$ cat config.mk
export PLATFORM = sky130hd
export DESIGN_NAME = ussp_pdf_div
export DESIGN_NICKNAME = d
export VERILOG_FILES = /design/src/hw/rtl/uniform_sphere_surface_sampler_top_defines.svh /design/src/hw/rtl/ussp_pkg.sv /design/src/hw/rtl/ussp_pdf_div.sv
export SDC_FILE = /design/constraint.sdc
export NUM_CORES = 2
export LEC_CHECK = 0
export BUFFER_PORTS_ARGS = -buffer_cell sky130_fd_sc_hd__buf_2
export CORE_MARGIN = 1.5
export CORE_UTILIZATION = 51
export DETAILED_ROUTE_END_ITERATION = 10
export HOLD_SLACK_MARGIN = 0.12
export PLACE_DENSITY = 0.67
export SYNTH_ARGS = -nofsm -noshare
export SYNTH_HDL_FRONTEND = slang
export SYNTH_SLANG_ARGS = --single-unit
$ cat constraint.sdc
create_clock -name clk -period 20.2 [get_ports clk]
set_input_delay 1.01 -clock clk [delete_from_list [all_inputs] [get_ports clk]]
set_output_delay 1.01 -clock clk [all_outputs]
set_load 0.005 [all_outputs]
$ cat src/hw/rtl/uniform_sphere_surface_sampler_top_defines.svh
// Assertion macros for the uniform sphere surface sampler.
// Included by the RTL files that carry assertions; no other dependencies.
`ifndef UNIFORM_SPHERE_SURFACE_SAMPLER_TOP_DEFINES_SVH
`define UNIFORM_SPHERE_SURFACE_SAMPLER_TOP_DEFINES_SVH
`ifndef SYNTH
`define USSP_ASSERT(lbl, clk, rstn, prop) \
  lbl: assert property (@(posedge clk) disable iff (!rstn) prop) \
    else $error("assertion failed");
`define USSP_ASSERT_NEVER(lbl, clk, rstn, expr) \
  lbl: assert property (@(posedge clk) disable iff (!rstn) !(expr)) \
    else $error("forbidden condition");
`else
`define USSP_ASSERT(lbl, clk, rstn, prop)
`define USSP_ASSERT_NEVER(lbl, clk, rstn, expr)
`endif
`endif

$ cat src/hw/rtl/ussp_pkg.sv
// Types, constants and helpers of the uniform sphere surface sampler.
// No dependencies; imported by every RTL module of the block.
`default_nettype none
package ussp_pkg;

  localparam int CORDIC_STEPS    = 17;
  localparam int ISQRT_STEPS     = 16;
  localparam int STEPS_PER_STAGE = 3;
  localparam int STAGES          = 6;
  localparam int DIV_BITS        = 64;

  localparam logic signed [33:0] CORDIC_START = 34'sd652032874;
  localparam logic [63:0] PDF_NUM   = 64'd22399066950089;
  localparam logic [31:0] PDF_RESET = 32'd5215;
  localparam logic [31:0] RADIUS_RESET = 32'd65536;

  localparam logic [1:0] REG_CENTER_X = 2'd0;
  localparam logic [1:0] REG_CENTER_Y = 2'd1;
  localparam logic [1:0] REG_CENTER_Z = 2'd2;
  localparam logic [1:0] REG_RADIUS   = 2'd3;

  typedef enum logic [2:0] {
    PDF_IDLE,
    PDF_SQR,
    PDF_PREP,
    PDF_DIV,
    PDF_DONE
  } pdf_state_t;

  typedef struct packed {
    logic [15:0] sample_u;
    logic [15:0] sample_v;
  } in_word_t;

  typedef struct packed {
    logic signed [31:0] point_x;
    logic signed [31:0] point_y;
    logic signed [31:0] point_z;
    logic signed [15:0] normal_x;
    logic signed [15:0] normal_y;
    logic signed [15:0] normal_z;
    logic [31:0]        area_pdf;
  } out_word_t;

  typedef struct packed {
    logic               valid;
    logic [1:0]         q;
    logic signed [33:0] x;
    logic signed [33:0] y;
    logic signed [33:0] t;
    logic [31:0]        n;
    logic [31:0]        res;
    logic signed [15:0] nz;
  } stage_t;

  function automatic logic signed [33:0] atan_turn(input int idx);
    case (idx)
      0:  return 34'sd536870912;
      1:  return 34'sd316933406;
      2:  return 34'sd167458905;
      3:  return 34'sd85004755;
      4:  return 34'sd42667331;
      5:  return 34'sd21354465;
      6:  return 34'sd10679838;
      7:  return 34'sd5340245;
      8:  return 34'sd2670163;
      9:  return 34'sd1335087;
      10: return 34'sd667544;
      11: return 34'sd333772;
      12: return 34'sd166886;
      13: return 34'sd83443;
      14: return 34'sd41722;
      15: return 34'sd20861;
      16: return 34'sd10430;
      default: return 34'sd0;
    endcase
  endfunction

  function automatic logic signed [15:0] sat_s16(input logic signed [49:0] v);
    if (v > 50'sd32767) begin
      return 16'sh7fff;
    end else if (v < -50'sd32768) begin
      return 16'sh8000;
    end
    return v[15:0];
  endfunction

  function automatic logic signed [31:0] sat_s32(input logic signed [48:0] v);
    if (v > 49'sd2147483647) begin
      return 32'sh7fffffff;
    end else if (v < -49'sd2147483648) begin
      return 32'sh80000000;
    end
    return v[31:0];
  endfunction

endpackage
`default_nettype wire

$ cat src/hw/rtl/ussp_pdf_div.sv
// Area density unit: squares the radius and divides one bit per cycle.
// Depends on ussp_pkg.
`default_nettype none
module ussp_pdf_div (
  input  wire logic        clk,
  input  wire logic        rst_n,
  input  wire logic        go,
  input  wire logic [31:0] radius,
  output logic             busy,
  output logic [31:0]      pdf
);
  import ussp_pkg::*;

  pdf_state_t state_r;
  pdf_state_t state_nxt;

  logic [63:0] sq_r;
  logic [63:0] num_r;
  logic [63:0] rem_r;
  logic [63:0] quo_r;
  logic [5:0]  cnt_r;
  logic [31:0] pdf_r;
  logic [64:0] rem_t;
  logic        take;
  logic        load;
  logic        step;
  logic        finish;

  always_comb begin
    state_nxt = state_r;
    case (state_r)
      PDF_IDLE: state_nxt = PDF_IDLE;
      PDF_SQR:  state_nxt = PDF_PREP;
      PDF_PREP: state_nxt = PDF_DIV;
      PDF_DIV:  state_nxt = (cnt_r == 6'd0) ? PDF_DONE : PDF_DIV;
      PDF_DONE: state_nxt = PDF_IDLE;
      default:  state_nxt = PDF_IDLE;
    endcase
    if (go) begin
      state_nxt = PDF_SQR;
    end
  end

  always_comb begin
    busy   = (state_r != PDF_IDLE);
    load   = (state_r == PDF_PREP);
    step   = (state_r == PDF_DIV);
    finish = (state_r == PDF_DONE);
  end

  assign rem_t = {rem_r, num_r[63]};
  assign take  = (rem_t >= {1'b0, sq_r});

  always_ff @(posedge clk) begin
    if (!rst_n) begin
      state_r <= PDF_IDLE;
      pdf_r   <= PDF_RESET;
    end else begin
      state_r <= state_nxt;
      if (finish) begin
        if (radius == 32'd0 || quo_r[63:32] != 32'd0) begin
          pdf_r <= 32'hffffffff;
        end else begin
          pdf_r <= quo_r[31:0];
        end
      end
    end
    sq_r <= radius * radius;
    if (load) begin
      num_r <= PDF_NUM + (sq_r >> 1);
      rem_r <= 64'd0;
      quo_r <= 64'd0;
      cnt_r <= 6'(DIV_BITS - 1);
    end else if (step) begin
      num_r <= num_r << 1;
      rem_r <= take ? 64'(rem_t - {1'b0, sq_r}) : rem_t[63:0];
      quo_r <= {quo_r[62:0], take};
      cnt_r <= cnt_r - 6'd1;
    end
  end

  assign pdf = pdf_r;

endmodule
`default_nettype wire

==> metrics.cfg <==
[clock_tree]
cts_sinks=296
post-cts-setup-buffer-count=0
cts_resized=0
cts_buffer_depth=3
clk_latency_ns=0.56
root_buffer=clkbuf_16
cts.clk_slew.worst_paths_ns=0.06
htreeDepth=1
postCtsHoldBufs=0
cts_tree=yes
cts_buffers=27

[synthesis]
yosysWarnings=0
synth_area_leaders=fa_1, dfxtp_1, ha_1
synth.cell_area_um2=44710
synth-edff-count=64
syn_area_per_cell_um2=9.022
ys_types=93
netlist_instances=4956
ys_ff_latch=296
synth_top_area_share=0.3551
yosysSeqAreaShare=0.1469
synthFlopType=dfxtp_1
synthArstFlopShare=0
syn_nets=6148
yosys.area.top_type=fa_1

[sta]
fin_skew_ns=0.01157
maxSlewHeadroom=0.2249
worst_pin_slew_ns=1.152
min_period_ns=8.691
hold_viol_final=0
setup_viol=0
fmax_mhz=115.1
period_share=0.4302
fin_setup_tns_ns=0
rsz0062_at_grt=no
drv_slew=0

[worst_setup_path]
r2r_start=sq_r[8]
setup.worst_path.end_class=register
r2r-end=rem_r[39]
path_class=in2reg
crit_path_max_fanout=28
worst-endpoint-arrival_ns=9.13
r2r_slack_ns=15.83
r2r_cells=12
cp-start-kind=input port
required_ns=20.64

[floorplan]
core_um2=86750
die_x_um=299.1
io_pins=68
row_count=108
die_area_um2=89450
die-height_um=299.1
start_util=0.5154

[global_routing]
grt-ovfl-total=0
grt_usage=0.2541
grt_max_degree=95
grt_pass1_vias=34450
grt_pass1_wl_um=182000
grt_antenna_before_repair=0

[detailed_routing]
ant_nets=0
wl_per_cell_um=18.40
finalWirelength_um=110900
drt_first_pass_iters=6
drcViolationCount=0
drtIter0Drc=1940
dr_total_vias=32560
via_per_inst=5.400

[hold_path]
holdPathEnd=quo_r[63]
hold-path-cell-count=2
hold_start=quo_r[63]
hp-class=reg2reg

[cells_and_area]
area_growth_pct=4.388
fin_util=0.5380
layout_commonest_cell=inv_1
layout.area.seq_um2=6568
n_antenna_cell=0
multi_input_area_um2=33250
nets=6045
final_layout_size_suffix_gt1_frac=0.04493
fillers=7994
final_cell_mix=inv_1, fa_1, nand2_1

[status]
run_status=completed

[placement]
gp_congestion=0.9183
dp_hpwl_um=85430
port_buffers=67

[flow_run]
maxCapViolCount=0

-- area by class of cell --
class | instances | share of cell area
multi-input combinational | 3370 | 0.7124
sequential | 296 | 0.1407
inverter | 1063 | 0.08554
tap | 1155 | 0.03096
clock buffer | 38 | 0.01582
timing repair buffer | 95 | 0.01169
clock inverter | 12 | 0.002868
-- synth_stat cells (all sizes together), types with 29 or more instances --
cell type  instances
a21oi            199
nor3              29
o21ai            193
xor2              70
and2             248
ha               364
a31oi             29
edfxtp            64
nand2            615
nand3             95
a21o              81
inv             1062
nand4             42
clkbuf           182
o21bai            31
dfxtp            232
fa               793
buf               45
nor2             122
xnor2            140
-- per-stage QoR --
step	std cells	cell area, um^2	worst slack, ns	hold slack, ns
floorplan	4956	44710	12.06	0.4160
global placement	5979	45800	11.05	0.4248
detailed placement	5979	45800	11.00	0.4326
CTS	6029	46670	11.56	0.4416
global route	6029	46670	11.00	0.4730
finish	6029	46670	11.51	0.4384
-- worst max path at each step --
stage	from	cells after the start	slack [ns]	endpoint
global placement	radius[7]	26	11.05	sq_r[51]
CTS	radius[7]	26	11.56	sq_r[51]
finish	radius[7]	26	11.51	sq_r[51]
detailed placement	radius[7]	26	11.00	sq_r[51]
floorplan	radius[4]	27	12.06	sq_r[51]
global route	radius[7]	26	11.00	sq_r[51]
-- metal layers --
metal  vias to the layer above  track usage  share of wire
met5                         -            0              0
met4                         0      0.07624          0.033
met2                       981       0.4285           0.47
li1                      15320            -              -
met1                     16060       0.3422           0.43
met3                       194      0.03356          0.066
-- registers in the layout (all words and copies together) (netlist names) --
name	flops
num_r	64
pdf	32
cnt_r	6
quo_r	64
state_r	3
rem_r	64
sq_r	63
-- logic make-up after synthesis --
group                    after synthesis  share of synthesized area
XOR/XNOR                             210                    0.04114
adder cells (fa/ha/maj)             1157                     0.4569
flip-flops                           296                     0.1469
multiplexers                           5                   0.001147
AO/OA/AOI/OAI                        738                     0.1106
buffers and inverters               1290                     0.1101
AND/OR/NAND/NOR                     1260                     0.1333
-- critical path, stage by stage --
cell,delay (ns)
buf_2,0.56
inv_1,0.41
nor2_1,0.35
fa_1,0.46
fa_1,0.49
fa_1,0.51
inv_1,0.04
fa_1,0.47
inv_1,0.05
fa_1,0.48
fa_1,0.51
fa_1,0.50
inv_1,0.05
fa_1,0.51
inv_1,0.05
ha_1,0.34
a21oi_1,0.19
o21ai_0,0.12
a2111oi_0,0.45
o31ai_1,0.28
a211oi_1,0.37
nor2_2,0.16
a311o_1,0.35
a21oi_2,0.18
o21ai_1,0.09
xor2_1,0.14
Power is left out: the tool's default activity adds up to more than one toggle a clock period on the data nets, which glitch-free logic cannot reach.
