==> src/hw/rtl/uniform_sphere_surface_sampler_top_defines.svh <==
// Assertion macros for the uniform sphere surface sampler.
// Included by the RTL files that carry assertions; no other dependencies.
`ifndef UNIFORM_SPHERE_SURFACE_SAMPLER_TOP_DEFINES_SVH
`define UNIFORM_SPHERE_SURFACE_SAMPLER_TOP_DEFINES_SVH
`ifndef SYNTH
`define USSP_ASSERT(lbl, clk, rstn, prop) \
  lbl: assert property (@(posedge clk) disable iff (!rstn) prop) \
    else $error("assertion failed");
`define USSP_ASSERT_NEVER(lbl, clk, rstn, expr) \
  lbl: assert property (@(posedge clk) disable iff (!rstn) !(expr)) \
    else $error("forbidden condition");
`else
`define USSP_ASSERT(lbl, clk, rstn, prop)
`define USSP_ASSERT_NEVER(lbl, clk, rstn, expr)
`endif
`endif

==> src/hw/rtl/ussp_pkg.sv <==
// Types, constants and helpers of the uniform sphere surface sampler.
// No dependencies; imported by every RTL module of the block.
`default_nettype none
package ussp_pkg;

  localparam int CORDIC_STEPS    = 17;
  localparam int ISQRT_STEPS     = 16;
  localparam int STEPS_PER_STAGE = 3;
  localparam int STAGES          = 6;
  localparam int DIV_BITS        = 64;

  localparam logic signed [33:0] CORDIC_START = 34'sd652032874;
  localparam logic [63:0] PDF_NUM   = 64'd22399066950089;
  localparam logic [31:0] PDF_RESET = 32'd5215;
  localparam logic [31:0] RADIUS_RESET = 32'd65536;

  localparam logic [1:0] REG_CENTER_X = 2'd0;
  localparam logic [1:0] REG_CENTER_Y = 2'd1;
  localparam logic [1:0] REG_CENTER_Z = 2'd2;
  localparam logic [1:0] REG_RADIUS   = 2'd3;

  typedef enum logic [2:0] {
    PDF_IDLE,
    PDF_SQR,
    PDF_PREP,
    PDF_DIV,
    PDF_DONE
  } pdf_state_t;

  typedef struct packed {
    logic [15:0] sample_u;
    logic [15:0] sample_v;
  } in_word_t;

  typedef struct packed {
    logic signed [31:0] point_x;
    logic signed [31:0] point_y;
    logic signed [31:0] point_z;
    logic signed [15:0] normal_x;
    logic signed [15:0] normal_y;
    logic signed [15:0] normal_z;
    logic [31:0]        area_pdf;
  } out_word_t;

  typedef struct packed {
    logic               valid;
    logic [1:0]         q;
    logic signed [33:0] x;
    logic signed [33:0] y;
    logic signed [33:0] t;
    logic [31:0]        n;
    logic [31:0]        res;
    logic signed [15:0] nz;
  } stage_t;

  function automatic logic signed [33:0] atan_turn(input int idx);
    case (idx)
      0:  return 34'sd536870912;
      1:  return 34'sd316933406;
      2:  return 34'sd167458905;
      3:  return 34'sd85004755;
      4:  return 34'sd42667331;
      5:  return 34'sd21354465;
      6:  return 34'sd10679838;
      7:  return 34'sd5340245;
      8:  return 34'sd2670163;
      9:  return 34'sd1335087;
      10: return 34'sd667544;
      11: return 34'sd333772;
      12: return 34'sd166886;
      13: return 34'sd83443;
      14: return 34'sd41722;
      15: return 34'sd20861;
      16: return 34'sd10430;
      default: return 34'sd0;
    endcase
  endfunction

  function automatic logic signed [15:0] sat_s16(input logic signed [49:0] v);
    if (v > 50'sd32767) begin
      return 16'sh7fff;
    end else if (v < -50'sd32768) begin
      return 16'sh8000;
    end
    return v[15:0];
  endfunction

  function automatic logic signed [31:0] sat_s32(input logic signed [48:0] v);
    if (v > 49'sd2147483647) begin
      return 32'sh7fffffff;
    end else if (v < -49'sd2147483648) begin
      return 32'sh80000000;
    end
    return v[31:0];
  endfunction

endpackage
`default_nettype wire

==> src/hw/rtl/ussp_stage.sv <==
// One pipeline stage: up to three CORDIC rotations and up to three square-root iterations.
// Depends on ussp_pkg.
`default_nettype none
module ussp_stage #(
  parameter int BASE = 0
) (
  input  wire logic            clk,
  input  wire logic            rst_n,
  input  wire ussp_pkg::stage_t d,
  output ussp_pkg::stage_t      q
);
  import ussp_pkg::*;

  stage_t s_nxt;
  stage_t q_r;

  always_comb begin
    s_nxt = d;
    for (int j = 0; j < STEPS_PER_STAGE; j++) begin : g_step
      logic signed [33:0] dx;
      logic signed [33:0] dy;
      logic [31:0]        bitv;
      logic [31:0]        trial;
      dx    = s_nxt.y >>> (BASE + j);
      dy    = s_nxt.x >>> (BASE + j);
      bitv  = 32'd1 << (30 - 2 * (BASE + j));
      trial = s_nxt.res + bitv;
      if (BASE + j < CORDIC_STEPS) begin
        if (!s_nxt.t[33]) begin
          s_nxt.x = s_nxt.x - dx;
          s_nxt.y = s_nxt.y + dy;
          s_nxt.t = s_nxt.t - atan_turn(BASE + j);
        end else begin
          s_nxt.x = s_nxt.x + dx;
          s_nxt.y = s_nxt.y - dy;
          s_nxt.t = s_nxt.t + atan_turn(BASE + j);
        end
      end
      if (BASE + j < ISQRT_STEPS) begin
        if (s_nxt.n >= trial) begin
          s_nxt.n   = s_nxt.n - trial;
          s_nxt.res = (s_nxt.res >> 1) + bitv;
        end else begin
          s_nxt.res = s_nxt.res >> 1;
        end
      end
    end
  end

  always_ff @(posedge clk) begin
    if (!rst_n) begin
      q_r.valid <= 1'b0;
    end else begin
      q_r <= s_nxt;
    end
  end

  assign q = q_r;

endmodule
`default_nettype wire

==> config.mk <==
export PLATFORM = sky130hd
export DESIGN_NAME = ussp_stage
export DESIGN_NICKNAME = d
export VERILOG_FILES = /design/src/hw/rtl/uniform_sphere_surface_sampler_top_defines.svh /design/src/hw/rtl/ussp_pkg.sv /design/src/hw/rtl/ussp_stage.sv
export SDC_FILE = /design/constraint.sdc
export NUM_CORES = 1
export LEC_CHECK = 0
export BUFFER_PORTS_ARGS = -buffer_cell sky130_fd_sc_hd__buf_4
export CAP_MARGIN = 20
export CORE_UTILIZATION = 40
export CTS_BUF_LIST = sky130_fd_sc_hd__clkbuf_4 sky130_fd_sc_hd__clkbuf_8
export DETAILED_ROUTE_END_ITERATION = 10
export GPL_TIMING_DRIVEN = 0
export PLACE_DENSITY_LB_ADDON = 0.1
export SYNTH_ARGS = -nofsm -noshare
export SYNTH_HDL_FRONTEND = slang
export SYNTH_SLANG_ARGS = --single-unit
==> constraint.sdc <==
create_clock -name clk -period 13.5 [get_ports clk]
set_input_delay 1.35 -clock clk [delete_from_list [all_inputs] [get_ports clk]]
set_output_delay 1.35 -clock clk [all_outputs]
set_load 0.005 [all_outputs]
==> metrics.log <==
INFO  metric antenna_found_initial = 1
INFO  metric drive_gt1_share = between 10% and 20%
INFO  metric hold_buffers = 0
INFO  metric ys_types = ~110
INFO  metric grt.overflow.total = 0
INFO  metric hpwl = 82,900 µm
INFO  metric timing.final.crit_period = 12.91 ns
INFO  metric max_cap_viol_count = 0
INFO  metric setup.worst_path.end_class = register
INFO  metric post_synth_arst_share = 0%
INFO  metric io_pins = 372
INFO  metric detail_route.iter0.violations = about 1,900
INFO  metric tightestPinTransition = between 1 and 1.5 ns
INFO  metric place.gp.congestion = 0.950
INFO  metric power_density = 299 nW/µm²
INFO  metric finalSetupTns = 0 ns
INFO  metric cellLeakagePower = 15.3 nW
INFO  metric floorplan.core_area = around 75,000 µm²
INFO  metric timing_max_transition_violations_final = 0
INFO  metric mostFrequentLayoutCells = ha_1, buf_4, a21oi_1
INFO  metric postSynthRegisterBits = 185
INFO  metric largest_register_ff_count = 185
INFO  metric final.period_utilization = 95.6%
INFO  metric final.fill_count = 7,612
INFO  metric clock_pin_slew_on_the_worst_setup_and_hold_paths = approximately 0.13 ns
INFO  metric cts_root_buf = clkbuf_8
INFO  metric cp_max_fo = 10
INFO  metric grt_pass1_wl = approximately 150,000 µm
INFO  metric mostFrequentLayoutCell = ha_1
INFO  metric die_h = 277 µm
INFO  metric synth_top_area_share = around 18%
INFO  metric cpMaxStageDelayCell = o21ai_0
INFO  metric area.growth.synth_to_final = 15.1%
INFO  metric report.final.setup_viol = 0
INFO  metric synth_enable_flop_cells = between 150 and 200
INFO  metric synthTopCellsByArea = edfxtp_1, ha_1, xnor2_1, a21oi_1, o21ai_0
INFO  metric cts_max_path_buffers = 2
INFO  metric worst-setup-path-type = in2reg
INFO  metric port-buffer-count = 371
INFO  metric vias = between 20,000 and 30,000
INFO  metric grt_use_total = between 20% and 30%
INFO  metric maxSlewHeadroom = 26.4%
INFO  metric detail_route.wl_per_cell = 19.0 µm
INFO  metric die_ar = 77,000 µm²
INFO  metric floorplan.initialDensity = about two fifths
INFO  metric grt_setup_unrepaired = no
INFO  metric grt_start_max_net_pins = 124
INFO  metric clock_buffer_count_from_cts = 17
INFO  metric ir_drop = approximately 0.00016 V
INFO  metric peak_per_stage_delay_on_the_critical_path = 0.49 ns
INFO  metric die_width = 277 µm
INFO  metric postRouteWirelength = a little under 100,000 µm
INFO  metric critical_path.most_common_cell = o21ai_0
INFO  metric outcome = finished, final reports clean
INFO  metric floorplan.rows = 100
INFO  metric synth_top_flop_cell = edfxtp_1
INFO  metric cp-start-kind = primary input
INFO  metric synth_fp_nets = 4,412
INFO  metric grt_pass1_vias = 27,577
INFO  metric utilization = 46.7%
INFO  metric synth_warnings = 0
INFO  metric dr.pass1.iters = 7
INFO  metric netlist.top_cell.by_area = edfxtp_1
INFO  metric synth_area_per_cell = around 8.0 µm²
INFO  metric final_hold_viol_count = 0
INFO  metric worstPathArrival = 13.16 ns
INFO  metric whs_endpoint = q[8]
INFO  metric route.detailed.vias_per_inst = around 5.7
INFO  metric critPathRequiredTime = 13.75 ns
INFO  metric antenna_left = 0
INFO  metric ys_seq_area_share = 18.3%
INFO  metric worst-path-buf-inv = 8
INFO  metric tritoncts = done
INFO  metric num-nets-final = about 4,800
INFO  metric synth.cell_area = 30,400 µm²
INFO  metric path_class_of_the_lowest_slack_min_delay_path = in2reg
INFO  metric cts.sink_count = 185
INFO  metric fmax = around 77 MHz
INFO  metric crit_family = compound AO/OA/AOI/OAI gates
INFO  metric hold_path.startpoint = d[8]
INFO  metric drt_drc_violations_left = 0
INFO  metric htree_num_levels = 4
INFO  metric postSynthCellCount = between 3,000 and 4,000
INFO  metric worst_hold_path.num_cells = 1
## layer usage
metal  wire length, µm  vias to the layer above  global-route usage [%]
met5                 0                        -                       0
li1                  -                    14838                       -
met4              2680                        0                    7.56
met2             46700                      779                    42.5
met3              3830                      125                    2.00
met1             45200                    13599                    32.3
## logic make-up (layout without fill, tap and decap cells)
group / after synthesis / in the layout / share of synthesized area (%)
xor+xnor: 426 / 426 / 12.3
flops: 185 / 185 / 18.3
fa+ha+maj: 422 / 422 / 17.7
compound gates: 1299 / 1299 / 27.8
simple gates: 1043 / 1043 / 17.0
buf+inv: 370 / 780 / 4.70
mux: 58 / 58 / 2.08
other cells: 1 / 2 / 0.0124
## final cells by class
cell class | instances | area, µm² | area share (%)
Sequential cell | 185 | 5550 | 15.9
Antenna cell | 1 | 2.50 | 0.00716
Buffer | 92 | 412 | 1.18
Timing Repair Buffer | 384 | 2910 | 8.33
Multi-Input combinational cell | 3249 | 23400 | 67.0
Tap cell | 969 | 1210 | 3.47
Inverter | 272 | 1020 | 2.93
Clock inverter | 14 | 171 | 0.491
Clock buffer | 18 | 248 | 0.709
## synth_stat cells (10+ instances only)
cell type    n
a2111oi_0   13
a211o_1     17
a211oi_1    38
a21boi_0    24
a21o_1     148
a21oi_1    378
a311oi_1    10
a31oi_1     70
a41oi_1     11
and2_1      21
and3_1      36
buf_1       11
buf_2       20
clkbuf_1    65
edfxtp_1   184
fa_1        14
ha_1       407
inv_1      268
mux2_2      41
mux2i_1     17
nand2_1    261
nand2b_1    70
nand3_1     62
nand3b_1    10
nand4_1     41
nor2_1     286
nor2b_1     51
nor3_1      76
nor4_1      23
o2111ai_1   10
o211ai_1    24
o21a_1      64
o21ai_0    265
o21bai_1    38
o31a_1      20
o31ai_1     55
or2_2       22
or3_1       20
or4_1       19
xnor2_1    298
xor2_1     127
## where the power goes
group / internal (mW) / total, mW / switching (mW)
registers: 1.33 / 1.41 / 0.0830
logic: 3.68 / 8.64 / 4.96
clock network: 0.146 / 0.394 / 0.248
## through the flow
step	area (µm²)	power (mW)	instances	hold slack [ns]	setup WS [ns]
6_report	34900	10.4	5184	0.994	0.590
5_1_grt	34900	11.5	5184	0.942	0.0287
3_5_place_dp	34400	9.99	5151	1.53	-1.95
4_1_cts	34900	10.4	5177	0.935	0.00192
2_1_floorplan	30400	7.74	3804	1.45	1.99
3_3_place_gp	34400	9.96	5144	1.53	-3.54
## timing repair
item,4_1_cts,5_1_grt
endpoints found under the setup margin,84,54
pin swaps,0,1
resized for setup,11,25
buffers inserted,0,4
## worst max-delay path by stage
| stage | from | end | slack (ns) | cells past startpoint |
|---|---|---|---|---|
| 2_1_floorplan | d[113] | q[146] | 1.99 | 47 |
| 3_3_place_gp | d[113] | q[147] | -3.54 | 47 |
| 3_5_place_dp | d[113] | q[146] | -1.95 | 50 |
| 4_1_cts | d[48] | q[54] | 0.002 | 52 |
| 5_1_grt | d[48] | q[56] | 0.03 | 52 |
| 6_report | d[48] | q[46] | 0.59 | 50 |
No activity file was read; power rests on OpenSTA's default activity.
